$ cat config.mk
export PLATFORM = sky130hd
export DESIGN_NAME = best_fit_offset_allocator_unit_flat
export DESIGN_NICKNAME = d
export VERILOG_FILES = /design/src/bfoa_pkg.sv /design/src/bfoa_if.sv /design/src/best_fit_offset_allocator_unit.sv /design/src/flat_wrapper.sv
export SDC_FILE = /design/constraint.sdc
export NUM_CORES = 2
export LEC_CHECK = 0
export BUFFER_PORTS_ARGS = -buffer_cell sky130_fd_sc_hd__buf_2
export CORE_ASPECT_RATIO = 1.75
export CORE_UTILIZATION = 55
export CTS_CLUSTER_DIAMETER = 200
export DETAILED_ROUTE_END_ITERATION = 12
export PLACE_DENSITY_LB_ADDON = 0.08
export SYNTH_ARGS = -nofsm -noshare
export SYNTH_HDL_FRONTEND = slang
export SYNTH_SLANG_ARGS = --single-unit
$ cat constraint.sdc
create_clock -name clk_i -period 6.78 [get_ports clk_i]
set_clock_uncertainty 0.2 [all_clocks]
set_input_delay 1.356 -clock clk_i [delete_from_list [all_inputs] [get_ports clk_i]]
set_output_delay 1.356 -clock clk_i [all_outputs]
set_load 0.05 [all_outputs]
$ cat src/bfoa_pkg.sv
// Shared types and constants of the best-fit offset allocator.
// No dependencies; used by the interfaces, the top level and the checker.
package bfoa_pkg;

  // Default sizing
  localparam int unsigned BFOA_FREE_SLOTS = 16;
  localparam int unsigned BFOA_ADDR_BITS  = 32;

  // Fixed field widths
  localparam int unsigned BFOA_DATA_W   = 32;
  localparam int unsigned BFOA_ALIGN_W  = 3;
  localparam int unsigned BFOA_STATUS_W = 2;
  localparam logic [BFOA_ALIGN_W-1:0] BFOA_ALIGN_RST = 3'd3;

  // Request command codes
  typedef enum logic {
    CMD_ALLOC = 1'b0,
    CMD_FREE  = 1'b1
  } bfoa_cmd_e;

  // Response status codes
  typedef enum logic [BFOA_STATUS_W-1:0] {
    STATUS_OK         = 2'd0,
    STATUS_TABLE_FULL = 2'd1,
    STATUS_RANGE      = 2'd2
  } bfoa_status_e;

endpackage

$ cat src/bfoa_if.sv
// Valid/ready channels of the best-fit offset allocator: request and response.
// Depends on bfoa_pkg for the field widths.
interface bfoa_req_if import bfoa_pkg::*; ();
  logic                   valid;
  logic                   ready;
  logic                   command;
  logic [BFOA_DATA_W-1:0] req_size;
  logic [BFOA_DATA_W-1:0] free_offset;

  modport source (output valid, command, req_size, free_offset, input ready);
  modport sink   (input valid, command, req_size, free_offset, output ready);
endinterface

interface bfoa_rsp_if import bfoa_pkg::*; ();
  logic                     valid;
  logic                     ready;
  logic [BFOA_DATA_W-1:0]   offset;
  logic [BFOA_DATA_W-1:0]   used_bytes;
  logic [BFOA_DATA_W-1:0]   peak_bytes;
  logic [BFOA_STATUS_W-1:0] status;

  modport source (output valid, offset, used_bytes, peak_bytes, status, input ready);
  modport sink   (input valid, offset, used_bytes, peak_bytes, status, output ready);
endinterface

$ cat src/best_fit_offset_allocator_unit.sv
// Best-fit offset allocator: top level with sequencer, free table and scan unit.
// Depends on bfoa_pkg and the channel interfaces in bfoa_if.sv.
//
// Usage:
//  - req_i carries one request per handshake: command (alloc/free), req_size and
//    free_offset. rsp_o returns exactly one response per request, in order:
//    offset, used_bytes, peak_bytes and status.
//  - cfg_we_i/cfg_wdata_i write align_log2; write only while the block is idle.
//  - A request with a nonzero aligned size scans the free table one slot per
//    cycle through the table's single read port, then takes a decide/update
//    step, then loads the response register. The next request can be taken
//    once the response register is loaded. A zero-size request skips the
//    scan and the decide/update step and goes straight to loading the
//    response register.
//  - req_i.ready is high only while the sequencer is idle. The response sits
//    in an output register, so a new request is taken while an earlier
//    response still waits; if the receiver stalls, the next response is held
//    in the sequencer until the output register frees.
//  - Reset clears the free-table valid bits, the used and peak counters, and
//    sets the alignment to 8 bytes. No clearing pass is needed.
module best_fit_offset_allocator_unit import bfoa_pkg::*; #(
  parameter int unsigned FREE_SLOTS = BFOA_FREE_SLOTS,
  parameter int unsigned ADDR_BITS  = BFOA_ADDR_BITS
) (
  input  logic                    clk_i,
  input  logic                    rst_ni,
  input  logic                    cfg_we_i,
  input  logic [BFOA_ALIGN_W-1:0] cfg_wdata_i,
  bfoa_req_if.sink                req_i,
  bfoa_rsp_if.source              rsp_o
);

  localparam int unsigned AW  = ADDR_BITS;
  localparam int unsigned IW  = $clog2(FREE_SLOTS);
  localparam int unsigned CW  = $clog2(FREE_SLOTS + 1);
  localparam int unsigned SZW = BFOA_DATA_W + 1;             // aligned size can carry
  localparam int unsigned XW  = ((AW > SZW) ? AW : SZW) + 1; // room for sums vs limit

  typedef enum logic [3:0] {
    ST_IDLE   = 4'b0001,
    ST_SCAN   = 4'b0010,
    ST_DECIDE = 4'b0100,
    ST_FINISH = 4'b1000
  } state_e;

  // Control state
  state_e                  state_q, state_d;
  logic [CW-1:0]           cnt_q, cnt_d;
  logic                    pipe_vld_q, pipe_vld_d;
  logic [IW-1:0]           pipe_idx_q, pipe_idx_d;
  logic [FREE_SLOTS-1:0]   valid_q, valid_d;
  logic [BFOA_DATA_W-1:0]  used_q, used_d;
  logic [AW-1:0]           peak_q, peak_d;
  logic [BFOA_ALIGN_W-1:0] align_q;
  logic                    out_vld_q, out_vld_d;
  logic                    best_fnd_q, best_fnd_d;
  logic                    high_fnd_q, high_fnd_d;
  logic                    emp_fnd_q, emp_fnd_d;

  // Request and scan payload
  logic                    cmd_q, cmd_d;
  logic [SZW-1:0]          sz_q, sz_d;
  logic [BFOA_DATA_W-1:0]  fbeg_q, fbeg_d;
  logic [IW-1:0]           best_idx_q, best_idx_d;
  logic [AW-1:0]           best_beg_q, best_beg_d;
  logic [AW-1:0]           best_len_q, best_len_d;
  logic [IW-1:0]           high_idx_q, high_idx_d;
  logic [AW-1:0]           high_beg_q, high_beg_d;
  logic [XW-1:0]           high_end_q, high_end_d;
  logic [IW-1:0]           emp_idx_q, emp_idx_d;
  logic [AW-1:0]           res_off_q, res_off_d;
  bfoa_status_e            res_stat_q, res_stat_d;

  // Output register payload
  logic [BFOA_DATA_W-1:0]   out_off_q, out_off_d;
  logic [BFOA_DATA_W-1:0]   out_used_q, out_used_d;
  logic [BFOA_DATA_W-1:0]   out_peak_q, out_peak_d;
  logic [BFOA_STATUS_W-1:0] out_stat_q, out_stat_d;

  // Free table memory: {begin, len} per slot
  logic [2*AW-1:0] mem_q [FREE_SLOTS];
  logic [2*AW-1:0] rdata_q;
  logic            mem_we;
  logic [IW-1:0]   mem_waddr;
  logic [2*AW-1:0] mem_wdata;

  // Scan element and arithmetic
  logic [AW-1:0]  e_beg, e_len;
  logic           e_vld;
  logic [SZW-1:0] align_mask, sz_aligned;
  logic [XW-1:0]  ext_sum, bump_sum, free_sum;
  logic           take;

  assign take        = req_i.valid && req_i.ready;
  assign req_i.ready = (state_q == ST_IDLE);

  assign rsp_o.valid      = out_vld_q;
  assign rsp_o.offset     = out_off_q;
  assign rsp_o.used_bytes = out_used_q;
  assign rsp_o.peak_bytes = out_peak_q;
  assign rsp_o.status     = out_stat_q;

  // Round request size up to the alignment
  assign align_mask = (SZW'(1) << align_q) - SZW'(1);
  assign sz_aligned = ({1'b0, req_i.req_size} + align_mask) & ~align_mask;

  assign e_beg = rdata_q[2*AW-1:AW];
  assign e_len = rdata_q[AW-1:0];
  assign e_vld = valid_q[pipe_idx_q];

  // Range sums: a result <= limit when the bits above AW are clear
  assign ext_sum  = XW'(high_beg_q) + XW'(sz_q);
  assign bump_sum = XW'(peak_q) + XW'(sz_q);
  assign free_sum = XW'(fbeg_q) + XW'(sz_q);

  // Sequencer, scan unit and table update
  always_comb begin
    state_d    = state_q;
    cnt_d      = cnt_q;
    pipe_vld_d = 1'b0;
    pipe_idx_d = pipe_idx_q;
    valid_d    = valid_q;
    used_d     = used_q;
    peak_d     = peak_q;
    out_vld_d  = out_vld_q;
    best_fnd_d = best_fnd_q;
    high_fnd_d = high_fnd_q;
    emp_fnd_d  = emp_fnd_q;
    cmd_d      = cmd_q;
    sz_d       = sz_q;
    fbeg_d     = fbeg_q;
    best_idx_d = best_idx_q;
    best_beg_d = best_beg_q;
    best_len_d = best_len_q;
    high_idx_d = high_idx_q;
    high_beg_d = high_beg_q;
    high_end_d = high_end_q;
    emp_idx_d  = emp_idx_q;
    res_off_d  = res_off_q;
    res_stat_d = res_stat_q;
    out_off_d  = out_off_q;
    out_used_d = out_used_q;
    out_peak_d = out_peak_q;
    out_stat_d = out_stat_q;
    mem_we     = 1'b0;
    mem_waddr  = best_idx_q;
    mem_wdata  = {best_beg_q, best_len_q};

    // response register drains independently
    if (out_vld_q && rsp_o.ready) begin
      out_vld_d = 1'b0;
    end

    case (state_q)
      ST_IDLE: begin
        if (take) begin
          cmd_d      = req_i.command;
          sz_d       = sz_aligned;
          fbeg_d     = req_i.free_offset;
          cnt_d      = '0;
          best_fnd_d = 1'b0;
          high_fnd_d = 1'b0;
          emp_fnd_d  = 1'b0;
          res_stat_d = STATUS_OK;
          if (sz_aligned == '0) begin
            // zero size: alloc answers the peak, free is ignored
            res_off_d = (req_i.command == CMD_ALLOC) ? peak_q : '0;
            state_d   = ST_FINISH;
          end else begin
            state_d = ST_SCAN;
          end
        end
      end

      ST_SCAN: begin
        // issue one table read per cycle
        if (cnt_q != CW'(FREE_SLOTS)) begin
          pipe_vld_d = 1'b1;
          pipe_idx_d = cnt_q[IW-1:0];
          cnt_d      = cnt_q + CW'(1);
        end
        // evaluate the slot read last cycle
        if (pipe_vld_q) begin
          if (!e_vld && !emp_fnd_q) begin
            emp_fnd_d = 1'b1;
            emp_idx_d = pipe_idx_q;
          end
          if (e_vld && (XW'(e_len) >= XW'(sz_q)) &&
              (!best_fnd_q || (e_len < best_len_q) ||
               ((e_len == best_len_q) && (e_beg < best_beg_q)))) begin
            best_fnd_d = 1'b1;
            best_idx_d = pipe_idx_q;
            best_beg_d = e_beg;
            best_len_d = e_len;
          end
          if (e_vld && (!high_fnd_q || (e_beg > high_beg_q))) begin
            high_fnd_d = 1'b1;
            high_idx_d = pipe_idx_q;
            high_beg_d = e_beg;
            high_end_d = XW'(e_beg) + XW'(e_len);
          end
          if (cnt_q == CW'(FREE_SLOTS)) begin
            state_d = ST_DECIDE;
          end
        end
      end

      ST_DECIDE: begin
        res_off_d = '0;
        state_d   = ST_FINISH;
        if (cmd_q == CMD_ALLOC) begin
          if (best_fnd_q) begin
            // best fit: take whole block or split its front
            res_off_d = best_beg_q;
            used_d    = used_q + sz_q[BFOA_DATA_W-1:0];
            if (XW'(best_len_q) == XW'(sz_q)) begin
              valid_d[best_idx_q] = 1'b0;
            end else begin
              mem_we    = 1'b1;
              mem_waddr = best_idx_q;
              mem_wdata = {best_beg_q + AW'(sz_q), best_len_q - AW'(sz_q)};
            end
          end else if (high_fnd_q && (high_end_q == XW'(peak_q))) begin
            // top block ends at the peak: extend it
            if (ext_sum[XW-1:AW] == '0) begin
              res_off_d           = high_beg_q;
              valid_d[high_idx_q] = 1'b0;
              peak_d              = ext_sum[AW-1:0];
              used_d              = used_q + sz_q[BFOA_DATA_W-1:0];
            end else begin
              res_stat_d = STATUS_RANGE;
            end
          end else if (bump_sum[XW-1:AW] == '0) begin
            // bump at the peak
            res_off_d = peak_q;
            peak_d    = bump_sum[AW-1:0];
            used_d    = used_q + sz_q[BFOA_DATA_W-1:0];
          end else begin
            res_stat_d = STATUS_RANGE;
          end
        end else begin
          if (free_sum[XW-1:AW] != '0) begin
            res_stat_d = STATUS_RANGE;
          end else begin
            used_d = used_q - sz_q[BFOA_DATA_W-1:0];
            if (!emp_fnd_q) begin
              res_stat_d = STATUS_TABLE_FULL;
            end else begin
              mem_we             = 1'b1;
              mem_waddr          = emp_idx_q;
              mem_wdata          = {AW'(fbeg_q), AW'(sz_q)};
              valid_d[emp_idx_q] = 1'b1;
            end
          end
        end
      end

      ST_FINISH: begin
        // load the response once the output register is free
        if (!out_vld_q || rsp_o.ready) begin
          out_vld_d  = 1'b1;
          out_off_d  = BFOA_DATA_W'(res_off_q);
          out_used_d = used_q;
          out_peak_d = BFOA_DATA_W'(peak_q);
          out_stat_d = res_stat_q;
          state_d    = ST_IDLE;
        end
      end

      default: begin
        state_d = ST_IDLE;
      end
    endcase
  end

  // Control registers
  always_ff @(posedge clk_i or negedge rst_ni) begin
    if (!rst_ni) begin
      state_q    <= ST_IDLE;
      cnt_q      <= '0;
      pipe_vld_q <= 1'b0;
      valid_q    <= '0;
      used_q     <= '0;
      peak_q     <= '0;
      align_q    <= BFOA_ALIGN_RST;
      out_vld_q  <= 1'b0;
      best_fnd_q <= 1'b0;
      high_fnd_q <= 1'b0;
      emp_fnd_q  <= 1'b0;
    end else begin
      state_q    <= state_d;
      cnt_q      <= cnt_d;
      pipe_vld_q <= pipe_vld_d;
      valid_q    <= valid_d;
      used_q     <= used_d;
      peak_q     <= peak_d;
      out_vld_q  <= out_vld_d;
      best_fnd_q <= best_fnd_d;
      high_fnd_q <= high_fnd_d;
      emp_fnd_q  <= emp_fnd_d;
      if (cfg_we_i) begin
        align_q <= cfg_wdata_i;
      end
    end
  end

  // Payload registers
  always_ff @(posedge clk_i) begin
    pipe_idx_q <= pipe_idx_d;
    cmd_q      <= cmd_d;
    sz_q       <= sz_d;
    fbeg_q     <= fbeg_d;
    best_idx_q <= best_idx_d;
    best_beg_q <= best_beg_d;
    best_len_q <= best_len_d;
    high_idx_q <= high_idx_d;
    high_beg_q <= high_beg_d;
    high_end_q <= high_end_d;
    emp_idx_q  <= emp_idx_d;
    res_off_q  <= res_off_d;
    res_stat_q <= res_stat_d;
    out_off_q  <= out_off_d;
    out_used_q <= out_used_d;
    out_peak_q <= out_peak_d;
    out_stat_q <= out_stat_d;
  end

  // Free table: one write port, one registered read port
  always_ff @(posedge clk_i) begin
    if (mem_we) begin
      mem_q[mem_waddr] <= mem_wdata;
    end
    rdata_q <= mem_q[cnt_q[IW-1:0]];
  end

endmodule

$ cat src/flat_wrapper.sv
// flat-port wrapper written by rule: the top's interface ports become plain ports
module best_fit_offset_allocator_unit_flat import bfoa_pkg::*;
#(
  parameter int unsigned FREE_SLOTS = BFOA_FREE_SLOTS,
  parameter int unsigned ADDR_BITS  = BFOA_ADDR_BITS
)
  (clk_i, rst_ni, cfg_we_i, cfg_wdata_i, req_i_valid, req_i_command, req_i_req_size, req_i_free_offset, req_i_ready, rsp_o_valid, rsp_o_offset, rsp_o_used_bytes, rsp_o_peak_bytes, rsp_o_status, rsp_o_ready);
  bfoa_req_if req_i_i ();
  bfoa_rsp_if rsp_o_i ();
  input  logic clk_i;
  input  logic rst_ni;
  input  logic cfg_we_i;
  input  logic [BFOA_ALIGN_W-1:0] cfg_wdata_i;
  input wire logic [$bits(req_i_i.valid)-1:0] req_i_valid;
  input wire logic [$bits(req_i_i.command)-1:0] req_i_command;
  input wire logic [$bits(req_i_i.req_size)-1:0] req_i_req_size;
  input wire logic [$bits(req_i_i.free_offset)-1:0] req_i_free_offset;
  output wire logic [$bits(req_i_i.ready)-1:0] req_i_ready;
  output wire logic [$bits(rsp_o_i.valid)-1:0] rsp_o_valid;
  output wire logic [$bits(rsp_o_i.offset)-1:0] rsp_o_offset;
  output wire logic [$bits(rsp_o_i.used_bytes)-1:0] rsp_o_used_bytes;
  output wire logic [$bits(rsp_o_i.peak_bytes)-1:0] rsp_o_peak_bytes;
  output wire logic [$bits(rsp_o_i.status)-1:0] rsp_o_status;
  input wire logic [$bits(rsp_o_i.ready)-1:0] rsp_o_ready;
  assign req_i_i.valid = req_i_valid;
  assign req_i_i.command = req_i_command;
  assign req_i_i.req_size = req_i_req_size;
  assign req_i_i.free_offset = req_i_free_offset;
  assign req_i_ready = req_i_i.ready;
  assign rsp_o_valid = rsp_o_i.valid;
  assign rsp_o_offset = rsp_o_i.offset;
  assign rsp_o_used_bytes = rsp_o_i.used_bytes;
  assign rsp_o_peak_bytes = rsp_o_i.peak_bytes;
  assign rsp_o_status = rsp_o_i.status;
  assign rsp_o_i.ready = rsp_o_ready;
  best_fit_offset_allocator_unit #(.FREE_SLOTS(FREE_SLOTS), .ADDR_BITS(ADDR_BITS)) u_core (.clk_i(clk_i), .rst_ni(rst_ni), .cfg_we_i(cfg_we_i), .cfg_wdata_i(cfg_wdata_i), .req_i(req_i_i), .rsp_o(rsp_o_i));
endmodule
== After elaboration in Yosys (flattened, before gate mapping) ==
Memories as Yosys holds them, arrays and structs flattened. A register that Yosys moved wholly into a read port is not among the register bits.
Cells that the tools add are included.

* Bits in registers: 441
* Bits in writable memories: 1024
* Input port bits: 73
* Output and inout bits: 100
* Logic and storage cells: 218
* Memories kept: 1

{| class="wikitable"
|+ Memory list
! memory !! depth !! width !! rd ports !! clocked after Yosys merged registers in !! wr ports !! RTL line !! source
|-
| u_core.mem_q || 16 || 64 || 1 || 1 || 1 || best_fit_offset_allocator_unit.sv:81 || <nowiki>logic [2*AW-1:0] mem_q [FREE_SLOTS];</nowiki>
|}

* $add $sub $neg: 11
* $lt $le $gt $ge: 11
* Equal/unequal tests: 27
* Shifts and indexed selects: 1
* Muxes and demuxes: 84
* Bitwise gates (word level): 9
* Reduce and logical (&&, ||, !) cells: 46

{| class="wikitable"
|+ Operators with widths
! cell !! count
|-
| two-way mux 32 bit || 17
|-
| two-way mux 64 bit || 6
|-
| two-way mux 16 bit || 7
|-
| adder 32 x 33 -> 34 bit || 3
|-
| adder 32 bit || 2
|-
| < comparator 32 bit || 2
|-
| one-hot mux 32 bit (2 select lines) || 1
|-
| subtractor 32 bit || 2
|-
| two-way mux 4 bit || 9
|-
| == test 34 x 32 -> 1 bit || 1
|-
| adder 32 x 32 -> 33 bit || 1
|-
| adder 32 x 33 -> 33 bit || 1
|-
| AND 33 bit || 1
|-
| == test 32 x 33 -> 1 bit || 1
|-
| greater-or-equal comparator 32 x 33 -> 1 bit || 1
|-
| logical NOT 33 bit || 1
|-
| inverter 33 bit || 1
|-
| left shift 1 x 3 -> 33 bit, first input constant || 1
|-
| subtractor 33 x 2 -> 33 bit, second input constant || 1
|-
| AND 16 bit || 2
|-
| == test 32 bit || 1
|-
| greater-than comparator 32 bit || 1
|-
| inverter 16 bit || 2
|-
| two-way mux 1 bit || 24
|-
| 37 further kinds || 100
|}

== Longest topological paths before layout ==
* Depth in word-level cells: 10
* Mapped depth: 20
* Mapped depth without buffers: 19

== Least setup slack after synthesis ==
No wires, ideal clock.

* Path type: register to register
* Start: register u_core.sz_q[9]
* End: memory u_core.mem_q[11][0] (netlist name), enable pin
* Setup time: 0.487 ns
* Data arrival time: 5.748 ns
* Path slack: 0.346 ns
* Cell stages (with the launch flop): 14
* Clock period less this slack: 6.434 ns
* Cell sequence: edfxtp_1 ha_1 a21o_1 a21o_1 a21o_1 a221oi_1 o21ai_0 a221oi_1 o211a_1 and3_1 clkbuf_1 buf_2 a21oi_1 nor2_1

* Longest elaborated chain between the ends: 7
* Elaborated cells between the ends (all ways): 13

{| class="wikitable"
|+ RTL lines
! item !! RTL line !! source
|-
| start: declaration || best_fit_offset_allocator_unit.sv:62 || <nowiki>logic [SZW-1:0] sz_q, sz_d;</nowiki>
|-
| start signal: assignment || best_fit_offset_allocator_unit.sv:311 || <nowiki>sz_q <= sz_d;</nowiki>
|-
| adder 32 x 33 -> 34 bit or == test 32 x 33 -> 1 bit (tied branches) || best_fit_offset_allocator_unit.sv:114, best_fit_offset_allocator_unit.sv:216 ||
|-
| nonzero test 2 bit or two-way mux 1 bit (tied branches) || best_fit_offset_allocator_unit.sv:242, best_fit_offset_allocator_unit.sv:216 ||
|-
| two-way mux 1 bit, on equally long branches || best_fit_offset_allocator_unit.sv:242, best_fit_offset_allocator_unit.sv:212 ||
|-
| two-way mux 1 bit || best_fit_offset_allocator_unit.sv:211 || <nowiki>if (cmd_q == CMD_ALLOC) begin</nowiki>
|-
| two-way mux 1 bit || best_fit_offset_allocator_unit.sv:154 || <nowiki>case (state_q)</nowiki>
|-
| two-way mux 1 bit || best_fit_offset_allocator_unit.sv:330 || <nowiki>if (mem_we) begin</nowiki>
|-
| two-way mux 1 bit (not written as such) || best_fit_offset_allocator_unit.sv:331 || <nowiki>mem_q[mem_waddr] <= mem_wdata;</nowiki>
|-
| end: declaration || best_fit_offset_allocator_unit.sv:81 ||
|}

Several ways; a longest one is shown, not always the timed one.

== Worst setup path in the final report ==
* Start: register u_core.align_q[2]
* End: register u_core.res_off_q[26], enable pin

* Longest elaborated chain between the ends: 7
* Elaborated cells between the ends (all ways): 8

{| class="wikitable"
|+ RTL lines
! item !! RTL line !! source
|-
| start: declaration || best_fit_offset_allocator_unit.sv:54 || <nowiki>logic [BFOA_ALIGN_W-1:0] align_q;</nowiki>
|-
| start signal: assignment || best_fit_offset_allocator_unit.sv:302 || <nowiki>align_q <= cfg_wdata_i;</nowiki>
|-
| left shift 1 x 3 -> 33 bit * || best_fit_offset_allocator_unit.sv:104 || <nowiki>assign align_mask = (SZW'(1) << align_q) - SZW'(1);</nowiki>
|-
| subtractor 33 x 2 -> 33 bit * || best_fit_offset_allocator_unit.sv:104 ||
|-
| adder 32 x 33 -> 33 bit or inverter 33 bit (tied branches) || best_fit_offset_allocator_unit.sv:105 || <nowiki>assign sz_aligned = ({1'b0, req_i.req_size} + align_mask) & ~align_mask;</nowiki>
|-
| AND 33 bit * || best_fit_offset_allocator_unit.sv:105 ||
|-
| named net u_core.sz_aligned[18] || best_fit_offset_allocator_unit.sv:90 || <nowiki>logic [SZW-1:0] align_mask, sz_aligned;</nowiki>
|-
| logical NOT 33 bit * || best_fit_offset_allocator_unit.sv:165 || <nowiki>if (sz_aligned == '0) begin</nowiki>
|-
| inequality test 2 bit (no line) * || n/a ||
|-
| AND reduction 3 bit (no line) * || n/a ||
|-
| end signal: assignment || best_fit_offset_allocator_unit.sv:320 || <nowiki>res_off_q <= res_off_d;</nowiki>
|-
| end: declaration || best_fit_offset_allocator_unit.sv:71 || <nowiki>logic [AW-1:0] res_off_q, res_off_d;</nowiki>
|}

The timed path passes the listed nets; every way through them passes the cells marked *.
A chain may end at the register's enable or synchronous reset.

==> results.txt <==
- Commonest cells post-synth: sky130_fd_sc_hd__edfxtp_1, sky130_fd_sc_hd__ha_1, sky130_fd_sc_hd__mux4_2, sky130_fd_sc_hd__nand2_1, sky130_fd_sc_hd__o21ai_0
- Via-per-instance ratio: 6.478
* Port Buffer Count: 172
- Crit. Startpoint: u_core.align_q[2]
- Across the VDD grid, the largest voltage drop is 0.0003166 V.
* Layout cells sized above 1: 17.25%
- The worst hold path begins at u_core.res_off_q[26].
- Gate Count Post-Synth: 4993
- The design draws 27.87 mW.
- The tool flagged a number of max-cap violations equal to 0.
- Maximum number of pins on one net before global-route repair: 109
* Seq/Total Area, Yosys: 61.35%
- Distinct cells, synth: 92
* Path category of the worst min-delay check: reg2reg
- Cells resized by post-CTS repair: 0
- Leakage power: 29.45 nW
- Worst slew pin tran: 1.200 ns
- sky130_fd_sc_hd__edfxtp_1 takes more of the synthesized area than any other cell.
* Post-CTS clock slew at the launch and capture registers of the worst setup and hold paths: 0.06 ns
- Library cell with the highest instance count after synthesis: sky130_fd_sc_hd__edfxtp_1
- TritonCTS built the clock tree.
- Number of enable flip-flop cells after synthesis: 1367
- CTS Buffer Depth: 3
* Via count of the first global-routing pass: 46946
- Routed WL: 223500 um
- CTS Root Buffer Type: sky130_fd_sc_hd__clkbuf_16
* Number of design-rule violations left by the first detailed-router iteration: 4177
* Number of buffers added by the clock tree synthesis step: 140
- Synthesis inferred 1528 register bits.
- In the synthesized netlist the dominant register cell turns out to be sky130_fd_sc_hd__edfxtp_1.
- The detail route stage leaves a number of antenna-violating nets equal to 0.
- Detailed placement finished with a half-perimeter wire length of 158500 um.
* Clock tree sinks: 1528
- Minimum period implied by the final worst setup slack: 5.876 ns
- CP max FO: 32
- Total global routing track utilization: 33.74%
- Netlist area before placement: 72960 um2
* Total vias in the final route: 46158
- Power per standard cell area: 340.8 nW/um2
- STA classifies the critical path endpoint as a flip-flop.
* Crit start category: flip-flop
* Routability cong.: 1.008
- Routed wire length per instance: 31.37 um
- After floorplanning, the core was divided into 176 placement rows.
- 173 I/O pins were placed.
- # H-tree levels: 4
- The initial utilization of the core area, before any placement, comes to 55.50%.
- Outcome: finished, final reports clean
- Width of the die: 277.3 um
- Setup violations remaining at the end of the flow were counted as 0.
- The worst pin sits at a relative slew slack of 19.31%.
* Setup Crit Path Kind: reg2reg
- Detailed-routing iteration count for the pre-antenna-repair pass: 6
- After clock tree synthesis, the setup repair step added 0 buffers.
- The die covers 134200 um2.
- After layout, the worst path uses 86.67% of the clock period.
- Setup repair after global routing missed its margin: no
- Ranking of synthesized cells by area: sky130_fd_sc_hd__edfxtp_1, sky130_fd_sc_hd__mux4_2, sky130_fd_sc_hd__ha_1
- The die is 483.8 um tall.
- At the end of the flow, the number of nets in the layout was 5770.
- The region available for standard cell placement spans 131500 um2.
- Clk Latency, worst-skew pair: 0.80 ns
* Tightest hold margin: 0.2181 ns
- The area growth from synthesis to layout is 12.08%.
- Count of hold-fix buffers inserted at cts: 0
- The total overflow left after global routing is 0.
* Fin Setup TNS: 0 ns
- During synthesis, Yosys emitted a total of 0 warnings.
* Average footprint of a synthesized cell: 14.61 um2
- The hold violation count in the final report came to 0.
- After synthesis, the share of flip-flops with an asynchronous set or reset is 6.348%.
- Data arrives at the worst endpoint at 6.12 ns.
- Critical register-to-register path startpoint: u_core.align_q[2]
* Initial antenna violation count: 12
- The final number of max-transition violations is 0.
- In the routed design, unresolved DRC markers number 0.
- Peak clock frequency supported by timing: 0.1702 GHz
* Required time at the worst-slack endpoint: 7.02 ns
- Area share of the largest cell type after synthesis: 56.26%
* Wire length of the first global-routing pass: 321700 um
-- metrics by stage --
| step | util [%] | instances | setup WS [ns] | instance area (um2) |
|---|---|---|---|---|
| floorplan | - | 5001 | 0.3456 | 72990 |
| global placement | 58.72 | 6856 | 0.7993 | 77200 |
| detailed placement | 58.72 | 6856 | 0.7521 | 77200 |
| CTS | 62.19 | 7117 | 0.8039 | 81750 |
| global route | 62.19 | 7119 | 0.4293 | 81760 |
| finish | 62.20 | 7125 | 0.9038 | 81770 |
-- flip-flops by register name, indices dropped and copies added (netlist names), 5 cells and up --
name                     flops
u_core.mem_q              1024
u_core.rdata_q              64
u_core.high_end_q           33
u_core.sz_q                 33
u_core.best_beg_q           32
u_core.best_len_q           32
u_core.fbeg_q               32
u_core.high_beg_q           32
u_core.peak_q               32
u_core.res_off_q            32
u_core.rsp_o.offset         32
u_core.rsp_o.peak_bytes     32
u_core.rsp_o.used_bytes     32
u_core.used_q               32
u_core.valid_q              16
u_core.cnt_q                 5
-- worst max-delay path, cell delays in order (launching register included) --
cell and delay, ns:
sky130_fd_sc_hd__dfrtp_1 0.52, sky130_fd_sc_hd__or3_1 0.48, sky130_fd_sc_hd__ha_1 0.29, sky130_fd_sc_hd__xor2_1 0.22, sky130_fd_sc_hd__ha_1 0.36, sky130_fd_sc_hd__nor2b_1 0.19
sky130_fd_sc_hd__o21a_1 0.15, sky130_fd_sc_hd__o21ai_1 0.15, sky130_fd_sc_hd__a211o_1 0.35, sky130_fd_sc_hd__o311a_1 0.40, sky130_fd_sc_hd__o21ai_0 0.26, sky130_fd_sc_hd__mux2i_1 0.14
sky130_fd_sc_hd__nor4_1 0.35, sky130_fd_sc_hd__nor4bb_1 0.61, sky130_fd_sc_hd__nand4_1 0.26, sky130_fd_sc_hd__nand2_1 0.12, sky130_fd_sc_hd__buf_4 0.41
-- cell type report --
cell class                      count  area [um2]
Antenna cell                        8       20.02
Clock inverter                     65       624.3
Timing Repair Buffer              333        2547
Multi-Input combinational cell   3104       27010
Fill cell                        9855       49690
Clock buffer                      196        3929
Inverter                          200       752.0
Tap cell                         1691        2116
Sequential cell                  1528       44780
-- routing by layer --
| layer | track usage (%) | part of all wire [%] | vias to the layer above |
|---|---|---|---|
| met2 | 57.92 | 50 | 1931 |
| met4 | 22.33 | 7.8 | 6 |
| li1 | - | - | 20294 |
| met3 | 4.933 | 6.2 | 613 |
| met5 | 0 | 0.021 | - |
| met1 | 39.36 | 36 | 23314 |
-- cells by family (layout without fill, tap and decap cells) --
group                    count (synthesis)  in the layout  synth area share [%]
AO/OA/AOI/OAI                         1142           1142                 10.16
buffers and inverters                  369            794                 1.953
multiplexers                           356            356                 10.48
XOR/XNOR                               232            232                 2.785
flip-flops                            1528           1528                 61.35
other                                    1             17              0.005140
AND/OR/NAND/NOR                        975            975                 6.505
adder cells (fa/ha/maj)                390            390                 6.760
-- cells in the final DEF, fill, tap and decap left out, types with 38 or more instances in the layout --
cell and count:
sky130_fd_sc_hd__mux4_2 325, sky130_fd_sc_hd__a31oi_1 42, sky130_fd_sc_hd__ha_1 383, sky130_fd_sc_hd__a21oi_1 273, sky130_fd_sc_hd__o21a_1 51, sky130_fd_sc_hd__nor3_1 85, sky130_fd_sc_hd__dfxtp_1 64, sky130_fd_sc_hd__a21o_1 135
sky130_fd_sc_hd__nand3_1 45, sky130_fd_sc_hd__clkbuf_1 39, sky130_fd_sc_hd__nand4_1 47, sky130_fd_sc_hd__xnor2_1 144, sky130_fd_sc_hd__inv_1 199, sky130_fd_sc_hd__clkbuf_16 144, sky130_fd_sc_hd__nor2b_1 77, sky130_fd_sc_hd__nor2_1 209
sky130_fd_sc_hd__edfxtp_1 1367, sky130_fd_sc_hd__buf_12 38, sky130_fd_sc_hd__buf_2 171, sky130_fd_sc_hd__a22o_1 38, sky130_fd_sc_hd__o22ai_1 49, sky130_fd_sc_hd__xor2_1 88, sky130_fd_sc_hd__nand2_1 290, sky130_fd_sc_hd__buf_4 124
sky130_fd_sc_hd__dfrtp_1 89, sky130_fd_sc_hd__nand2b_1 55, sky130_fd_sc_hd__o21ai_0 272
-- final timing paths --
| path | to | slack [ns] | cells after the start |
|---|---|---|---|
| worst max-delay path | u_core.res_off_q[26] | 0.90 | 16 |
| worst min-delay path | u_core.rsp_o.offset[26] | 0.22 | 0 |
| worst max register to register | u_core.res_off_q[26] | 0.90 | 16 |
| worst min register to register | u_core.rsp_o.offset[26] | 0.22 | 0 |
| max in group asynchronous | u_core.cnt_q[1] | 4.97 | 2 |
| min in group asynchronous | u_core.align_q[2] | 0.39 | 1 |
-- where the power goes --
group          switching (mW)  leakage [nW]  internal, mW  total [mW]
Sequential               1.28          14.2          10.9        12.2
Combinational            4.30          13.1          3.50        7.80
Clock                    3.62          2.21          4.27        7.89
Total                    9.20          29.5          18.7        27.9
No activity file was read; power rests on OpenSTA's default activity.
